File: config.mk
export PLATFORM = sky130hd
export DESIGN_NAME = qtse_round
export DESIGN_NICKNAME = d
export VERILOG_FILES = /design/src/hw/rtl/qtse_pkg.sv /design/src/hw/rtl/qtse_round.sv
export SDC_FILE = /design/constraint.sdc
export NUM_CORES = 2
export LEC_CHECK = 0
export BUFFER_PORTS_ARGS = -buffer_cell sky130_fd_sc_hd__buf_4
export CORE_MARGIN = 4
export CORE_UTILIZATION = 65
export CTS_CLUSTER_DIAMETER = 150
export DETAILED_ROUTE_END_ITERATION = 10
export GPL_TIMING_DRIVEN = 0
export PLACE_DENSITY_LB_ADDON = 0.15
export SYNTH_ARGS = -nofsm -noshare
export SYNTH_HDL_FRONTEND = slang
export SYNTH_SLANG_ARGS = --single-unit
export TNS_END_PERCENT = 1
File: constraint.sdc
create_clock -name i_clk -period 20.9 [get_ports i_clk]
set_clock_uncertainty 0.1 [all_clocks]
set_input_delay 2.09 -clock i_clk [delete_from_list [all_inputs] [get_ports i_clk]]
set_output_delay 2.09 -clock i_clk [all_outputs]
set_load 0.1 [all_outputs]
File: src/hw/rtl/qtse_pkg.sv
package qtse_pkg;

    localparam int FRAC    = 16;
    localparam int COORD_W = 17;
    localparam int OUT_W   = 24;
    localparam int NODES   = 15;
    localparam int TERMS   = 15;
    localparam int DTERMS  = 10;
    localparam int NODE_W  = 4;
    localparam int COEF_W  = 13;
    localparam int MONO_W  = 4 * COORD_W;
    localparam int ACC_W   = 88;
    localparam int V_W     = ACC_W - 3 * FRAC;
    localparam int U_W     = OUT_W + 2;
    localparam int RCP_W   = 32;
    localparam int RCP_SH  = 33;

    localparam int MODE_VAL = 0;
    localparam int MODE_DR  = 1;
    localparam int MODE_DS  = 2;

    localparam logic [NODE_W-1:0] LAST_NODE = NODE_W'(NODES - 1);

    typedef logic [MONO_W-1:0]        t_mono;
    typedef logic signed [ACC_W-1:0]  t_acc;
    typedef logic signed [V_W-1:0]    t_val;
    typedef logic signed [COEF_W-1:0] t_coef;
    typedef logic [OUT_W-1:0]         t_res;

    typedef struct packed {
        logic              valid;
        logic [NODE_W-1:0] node;
    } t_tag;

    localparam t_acc RND_BIAS = t_acc'(3) <<< (3 * FRAC - 1);
    localparam t_val CL_HI    = t_val'(3 * (2 ** (OUT_W - 1)) - 1);
    localparam t_val CL_LO    = t_val'(-3 * (2 ** (OUT_W - 1)));
    localparam t_val CL_OFS   = t_val'(3 * (2 ** (OUT_W - 1)));
    localparam logic [U_W-1:0]   U_MAX  = U_W'(6 * (2 ** (OUT_W - 1)) - 1);
    localparam logic [RCP_W-1:0] RECIP3 = 32'hAAAAAAAB;

    localparam int EXP_R [TERMS] = '{0,1,0,2,1,0,3,2,1,0,4,3,2,1,0};
    localparam int EXP_S [TERMS] = '{0,0,1,0,1,2,0,1,2,3,0,1,2,3,4};

    // Three times each monomial coefficient, one row per node.
    localparam int COEF3 [NODES][TERMS] = '{
        '{   3, -25, -25,   70,  140,   70,  -80, -240, -240,  -80,   32,  128,  192,  128,   32 },
        '{   0,  48,   0, -208, -208,    0,  288,  576,  288,    0, -128, -384, -384, -128,    0 },
        '{   0, -36,   0,  228,   84,    0, -384, -432,  -48,    0,  192,  384,  192,    0,    0 },
        '{   0,  16,   0, -112,  -16,    0,  224,   96,    0,    0, -128, -128,    0,    0,    0 },
        '{   0,  -3,   0,   22,    0,    0,  -48,    0,    0,    0,   32,    0,    0,    0,    0 },
        '{   0,   0,  48,    0, -208, -208,    0,  288,  576,  288,    0, -128, -384, -384, -128 },
        '{   0,   0,   0,    0,  288,    0,    0, -672, -672,    0,    0,  384,  768,  384,    0 },
        '{   0,   0,   0,    0,  -96,    0,    0,  480,   96,    0,    0, -384, -384,    0,    0 },
        '{   0,   0,   0,    0,   16,    0,    0,  -96,    0,    0,    0,  128,    0,    0,    0 },
        '{   0,   0, -36,    0,   84,  228,    0,  -48, -432, -384,    0,    0,  192,  384,  192 },
        '{   0,   0,   0,    0,  -96,    0,    0,   96,  480,    0,    0,    0, -384, -384,    0 },
        '{   0,   0,   0,    0,   12,    0,    0,  -48,  -48,    0,    0,    0,  192,    0,    0 },
        '{   0,   0,  16,    0,  -16, -112,    0,    0,   96,  224,    0,    0,    0, -128, -128 },
        '{   0,   0,   0,    0,   16,    0,    0,    0,  -96,    0,    0,    0,    0,  128,    0 },
        '{   0,   0,  -3,    0,    0,   22,    0,    0,    0,  -48,    0,    0,    0,    0,   32 }
    };

    function automatic int mono_idx(input int a, input int b);
        int d;
        d = a + b;
        return ((d * (d + 1)) >> 1) + b;
    endfunction

    // Coefficient of scaled monomial j in the value or in one derivative.
    // A derivative of a degree-d monomial lands on the degree d-1 monomial,
    // so derivatives use only the first DTERMS monomials.
    function automatic t_coef term_coef(input logic [NODE_W-1:0] node, input int mode,
                                        input int j);
        int a;
        int b;
        int c;
        a = EXP_R[j];
        b = EXP_S[j];
        c = 0;
        if (int'(node) < NODES) begin
            if (mode == MODE_VAL) begin
                c = COEF3[node][j];
            end else if (j < DTERMS) begin
                if (mode == MODE_DR) begin
                    c = COEF3[node][mono_idx(a + 1, b)] * (a + 1);
                end else begin
                    c = COEF3[node][mono_idx(a, b + 1)] * (b + 1);
                end
            end
        end
        return t_coef'(c);
    endfunction

endpackage

File: src/hw/rtl/qtse_round.sv
module qtse_round (
    input  logic           i_clk,
    input  logic           i_rst_n,
    input  logic           i_en,
    input  qtse_pkg::t_tag i_tag,
    input  qtse_pkg::t_acc i_sum [3],
    output qtse_pkg::t_tag o_tag,
    output qtse_pkg::t_res o_res [3]
);

    localparam int F   = qtse_pkg::FRAC;
    localparam int OW  = qtse_pkg::OUT_W;
    localparam int UW  = qtse_pkg::U_W;
    localparam int PW  = qtse_pkg::U_W + qtse_pkg::RCP_W;

    qtse_pkg::t_tag r_tag[4];
    qtse_pkg::t_val r_v  [3];
    logic [UW-1:0]  r_u  [3];
    logic [PW-1:0]  r_prod[3];
    qtse_pkg::t_res r_res[3];
    qtse_pkg::t_acc w_b  [3];
    qtse_pkg::t_val w_o  [3];
    logic [UW-1:0]  n_u  [3];
    logic [OW-1:0]  w_f  [3];

    // Clamping before the divide by three is exact because floor is monotonic.
    always_comb begin
        for (int o = 0; o < 3; o++) begin
            w_b[o] = i_sum[o] + qtse_pkg::RND_BIAS;
            w_o[o] = r_v[o] + qtse_pkg::CL_OFS;
            if (r_v[o] > qtse_pkg::CL_HI) begin
                n_u[o] = qtse_pkg::U_MAX;
            end else if (r_v[o] < qtse_pkg::CL_LO) begin
                n_u[o] = '0;
            end else begin
                n_u[o] = w_o[o][UW-1:0];
            end
            w_f[o] = r_prod[o][qtse_pkg::RCP_SH +: OW];
        end
    end

    always_ff @(posedge i_clk) begin
        if (!i_rst_n) begin
            for (int k = 0; k < 4; k++) begin
                r_tag[k] <= '0;
            end
        end else if (i_en) begin
            r_tag[0] <= i_tag;
            for (int k = 1; k < 4; k++) begin
                r_tag[k] <= r_tag[k-1];
            end
        end
    end

    always_ff @(posedge i_clk) begin
        if (i_en) begin
            for (int o = 0; o < 3; o++) begin
                r_v[o]    <= w_b[o][qtse_pkg::ACC_W-1:3*F];
                r_u[o]    <= n_u[o];
                r_prod[o] <= PW'(r_u[o]) * PW'(qtse_pkg::RECIP3);
                // The quotient is offset by half the output range; flipping
                // its top bit removes the offset.
                r_res[o]  <= {~w_f[o][OW-1], w_f[o][OW-2:0]};
            end
        end
    end

    assign o_tag = r_tag[3];
    assign o_res = r_res;

endmodule

==> Word-level counts from Yosys, hierarchy flattened <==
Memories as Yosys holds them, arrays and structs flattened.
Index checks and enable logic that the tools add are counted.
{ "classes": {"add_sub_neg": 6, "mul": 3, "order_cmp": 6, "n_mux": 15, "bitwise": 7} }
{ "op_table": {"columns": ["op", "n"], "rows": [
  ["$add 88x50->88 const B", 3],
  ["$mul 26x32->58 const B", 3],
  ["$mux 26", 6],
  ["$gt 40x26->1 const B", 3],
  ["$lt 40x26->1 const B", 3],
  ["$add 26x26->26 const B", 3],
  ["$mux 5", 4],
  ["$mux 1", 5],
  ["$or 1x1->1", 4],
  ["$not 1->1", 3]
]} }
{ "totals": {"reg_bits": 72, "ram_bits": 392, "input_bits": 272, "out_inout_bits": 77, "mem_count": 4} }
{ "mem_list": {"columns": ["name", "words", "word_bits", "read_ports", "rd_ports_with_merged_regs", "wr", "line", "text"], "rows": [
  ["r_prod", 3, 58, 3, 0, 3, "qtse_round.sv:19", "logic [PW-1:0] r_prod[3];"],
  ["r_v", 3, 40, 3, 0, 3, "qtse_round.sv:17", "qtse_pkg::t_val r_v [3];"],
  ["r_u", 3, 26, 3, 0, 3, "qtse_round.sv:18", "logic [UW-1:0] r_u [3];"],
  ["r_tag", 4, 5, 4, 0, 4, "qtse_round.sv:16", "qtse_pkg::t_tag r_tag[4];"]
]} }

==> Depth between registers and ports, before layout <==
{ "logic_depth": {"ltp_word": 4, "ltp_mapped": 25, "ltp_nobuf": 25} }

==> Least setup slack after synthesis <==
Ideal clock, no wire load.
{ "synth_timing": {"path_type": "register -> register", "startpoint": "memory r_u[0][48] (netlist name)", "endpoint": "memory r_prod[0][114] (netlist name) (data pin)", "setup_time_ns": 0.260, "arrival_ns": 6.539, "required_time_ns": 20.540, "slack_ns": 14.001, "stages_incl_launch_ff": 23, "period_less_slack_ns": 6.899, "cell_sequence": "edfxtp_1 -> ha_1 -> fa_1 -> inv_1 -> fa_1 -> fa_1 -> inv_1 -> fa_1 -> inv_1 -> fa_1 -> fa_1 -> inv_1 -> ha_1 -> a21oi_1 -> o21ai_0 -> a221oi_1 -> a21oi_1 -> o31ai_1 -> o211ai_1 -> a41oi_1 -> a21oi_1 -> a21oi_1 -> xnor2_1"} }
{ "synth_rtl": {"columns": ["element", "line"], "rows": [
  ["start: declaration", "qtse_round.sv:18"],
  ["end: declaration", "qtse_round.sv:19"]
]} }

==> metrics.md <==
| Metric | Value |
|---|---|
| Status | finished clean |
| Maxcap violations | 0 |
| Unrepaired setup endpoints after global routing | false |
| Fin. max-slew vios | 0 |
| Post-synth top area share | 0.285 |
| Worst-Skew Late Latency | 580 ps |
| Final Instance Area | 45200 um^2 |
| Critical path's largest stage delay | 790 ps |
| Register area | 10900 um^2 |
| WL final | 81700 um |
| ANT cells | 0 |
| GR Util met2 | 0.448 |
| Main synth FF type | edfxtp_1 |
| Drt drc | 0 |
| Initial Utilization | 0.661 |
| TritonCTS buffer count | 41 |
| Total die area | 67300 um^2 |
| Worst-path fanout max | 6 |
| Boundary pin count | 349 |
| Final core occ | 0.728 |
| Data arrival, critical path | 8400 ps |
| Met1 Usage GRT | 0.337 |
| Setup slack after layout | 12710 ps |
| Root Buffer | clkbuf_16 |
| Multi-input logic area | 26500 um^2 |
| CTS H-tree depth | 2 |
| Core box area | 62200 um^2 |
| Crit path kind | flip-flop to flip-flop |
| Gp weighted congestion | 0.925 |
| EDFF count, synth | 362 |
| Rel. slew slack | 0.0592 |
| Hold Buf Count CTS | 0 |
| GRT Max-Usage Layer | met2 |
| CP delay by family, top | adder cells |
| Detailed placement HPWL | 69800 um |
| Synth Register Bits | 362 |
| Grt met3 use | 0.0453 |
| Initial antenna violation count | 0 |
| Synth top area cells | fa_1, edfxtp_1, ha_1 |
| Worst path bufs/invs | 6 |
| Final Setup Violations | 0 |
| Grt total ovfl | 0 |
| Chip Width | 259 um |
| Post-CTS sizing | 0 |
| Startpoint types | flip-flop |
| Detailed-route via count | 26.1k |
| Synth Area per Inst | 11.0 um^2 |
| CP endpoint kind | flip-flop |
| Worst hold path type | flip-flop to flip-flop |
| Fill cells | 4513 |
| Mapped Cells | 3736 |
| Share of cells above drive strength 1 | 0.0743 |
| Area leader, netlist | fa_1 |
| Syn nets | 5208 |
| Period Utilization, post-route | 0.392 |
| Max frequency | 122 MHz |
| Via-to-Cell Ratio | 5.37 |
| Most frequent cells after synthesis | inv_1, ha_1, fa_1 |
| Row count | 91 |
| Endpoints failing hold | 0 |
| Clock tree sinks | 362 |
| Pre-Repair DR Iteration Count | 5 |
| Sequential-to-total area share from yosys stat | 0.264 |
| Port bufs | 207 |
| Initial DRC Count | 1425 |
| Ys async rst share | 0 |
| CTS Buffer Depth | 3 |
| Crit-path cells | ha_1 -> inv_1 -> fa_1 -> inv_1 -> fa_1 -> fa_1 -> inv_1 -> fa_1 -> inv_1 -> fa_1 -> inv_1 -> fa_1 -> inv_1 -> ha_1 -> nand3_1 -> nor4b_1 -> nand4_1 -> a311oi_1 -> o31ai_1 -> o211ai_1 -> a41oi_1 -> a21oi_1 -> a21oi_1 -> xnor2_1 |
| Synth-to-Final Area Change | 10.1% |
| Setup tns final | 0 ps |
| Post-DRT Antenna Nets | 0 |
| CP max-delay cell | a311oi_1 |
| Die height | 259 um |
| Pre-CTS setup slack | 12750 ps |
| Fin crit period | 8190 ps |
| Netlist cell types | 61 |
| CTS tree | yes |
| Gr usage total | 0.258 |
| Average wire per standard cell | 16.8 um |
| Post-placement cell area | 43800 um^2 |
| Synth Warn # | 0 |
| First-pass GRT wire length | 139000 um |
| Nets | 5464 |
| Post-CTS setup buffer count | 0 |
| Vias in the first global route | 28.3k |
| Least-Margin Pin Slew | 1400 ps |
| Clk slew on worst S/H paths | 60 ps |
| Most frequent cell after synthesis | inv_1 |
| Required @ worst endpoint | 21110 ps |
| Cell area after synthesis | 41100 um^2 |
| Largest net degree at the start of global routing | 128 |
[worst paths after layout]
| kind | start | end | cells past startpoint | slack, ps |
|---|---|---|---|---|
| worst max-delay path | r_u[0][30]$_SDFFCE_PP1P_ | r_prod[0][114]$_DFFE_PP_ | 24 | 12710 |
| worst min-delay path | r_prod[0][102]$_DFFE_PP_ | o_res[35]$_DFFE_PP_ | 0 | 320 |
| worst max register to register | r_u[0][30]$_SDFFCE_PP1P_ | r_prod[0][114]$_DFFE_PP_ | 24 | 12710 |
| worst min register to register | r_prod[0][102]$_DFFE_PP_ | o_res[35]$_DFFE_PP_ | 0 | 320 |
[flip-flops by register name, indices dropped and copies added (netlist names)]
signal	cells
r_prod	72
o_res	72
r_v	120
r_u	78
r_tag	20
[cell usage in the layout (no fill, tap or decap), types with 21 or more instances in the layout]
master,count
inv_1,990
ha_1,615
fa_1,585
edfxtp_1,362
nand2_1,247
buf_4,208
xnor2_1,151
a21oi_1,106
nor2_1,84
nand3_1,69
xor2_1,62
a21o_1,61
nand4_1,58
o21ai_0,58
and3_1,45
clkbuf_16,41
clkbuf_1,26
nor3_1,21
[kinds of logic (layout without fill, tap and decap cells)]
group | after synthesis | count (layout) | share of synthesized area
buffers and inverters | 1011 | 1300 | 0.0923
muxes | 1 | 1 | 0.000244
adders and majority gates | 1200 | 1200 | 0.472
DFF | 362 | 362 | 0.264
xor gates and xnor gates | 213 | 213 | 0.0454
and+or+nand+nor | 610 | 610 | 0.0716
AOI/OAI and AO/OA | 339 | 339 | 0.0539
[metrics by stage]
| step | cells | hold slack, ps |
|---|---|---|
| floorplan | 3736 | 300 |
| global placement | 4780 | 301 |
| detailed placement | 4785 | 305 |
| CTS | 4861 | 319 |
| global route | 4862 | 322 |
| finish | 4862 | 318 |
[worst reg2reg max path, cell delays in order (launching register included)]
cell and delay (ps):
edfxtp_1 520, ha_1 350, inv_1 120, fa_1 410
inv_1 250, fa_1 640, fa_1 600, inv_1 130
fa_1 570, inv_1 70, fa_1 530, inv_1 60
fa_1 530, inv_1 40, ha_1 370, nand3_1 100
nor4b_1 300, nand4_1 160, a311oi_1 790, o31ai_1 240
o211ai_1 340, a41oi_1 210, a21oi_1 260, a21oi_1 120
xnor2_1 130
[final cells by class]
| class | instances | share of cell area |
|---|---|---|
| flip-flops and latches | 362 | 0.240 |
| multi-input cells | 2363 | 0.585 |
| repair buffers | 213 | 0.0368 |
| well taps | 837 | 0.0231 |
| clock buffers | 46 | 0.0231 |
| inverters | 990 | 0.0821 |
| clock inverters | 30 | 0.00783 |
| plain buffers | 21 | 0.00174 |
[routing by layer]
metal  vias up  part of all wire
met5         -                 0
met3       127             0.053
li1      12581                 -
met4         0             0.029
met2       560              0.50
met1     12847              0.42
Power is left out: the tool's default activity adds up to more than one toggle a clock period on the data nets, which glitch-free logic cannot reach.
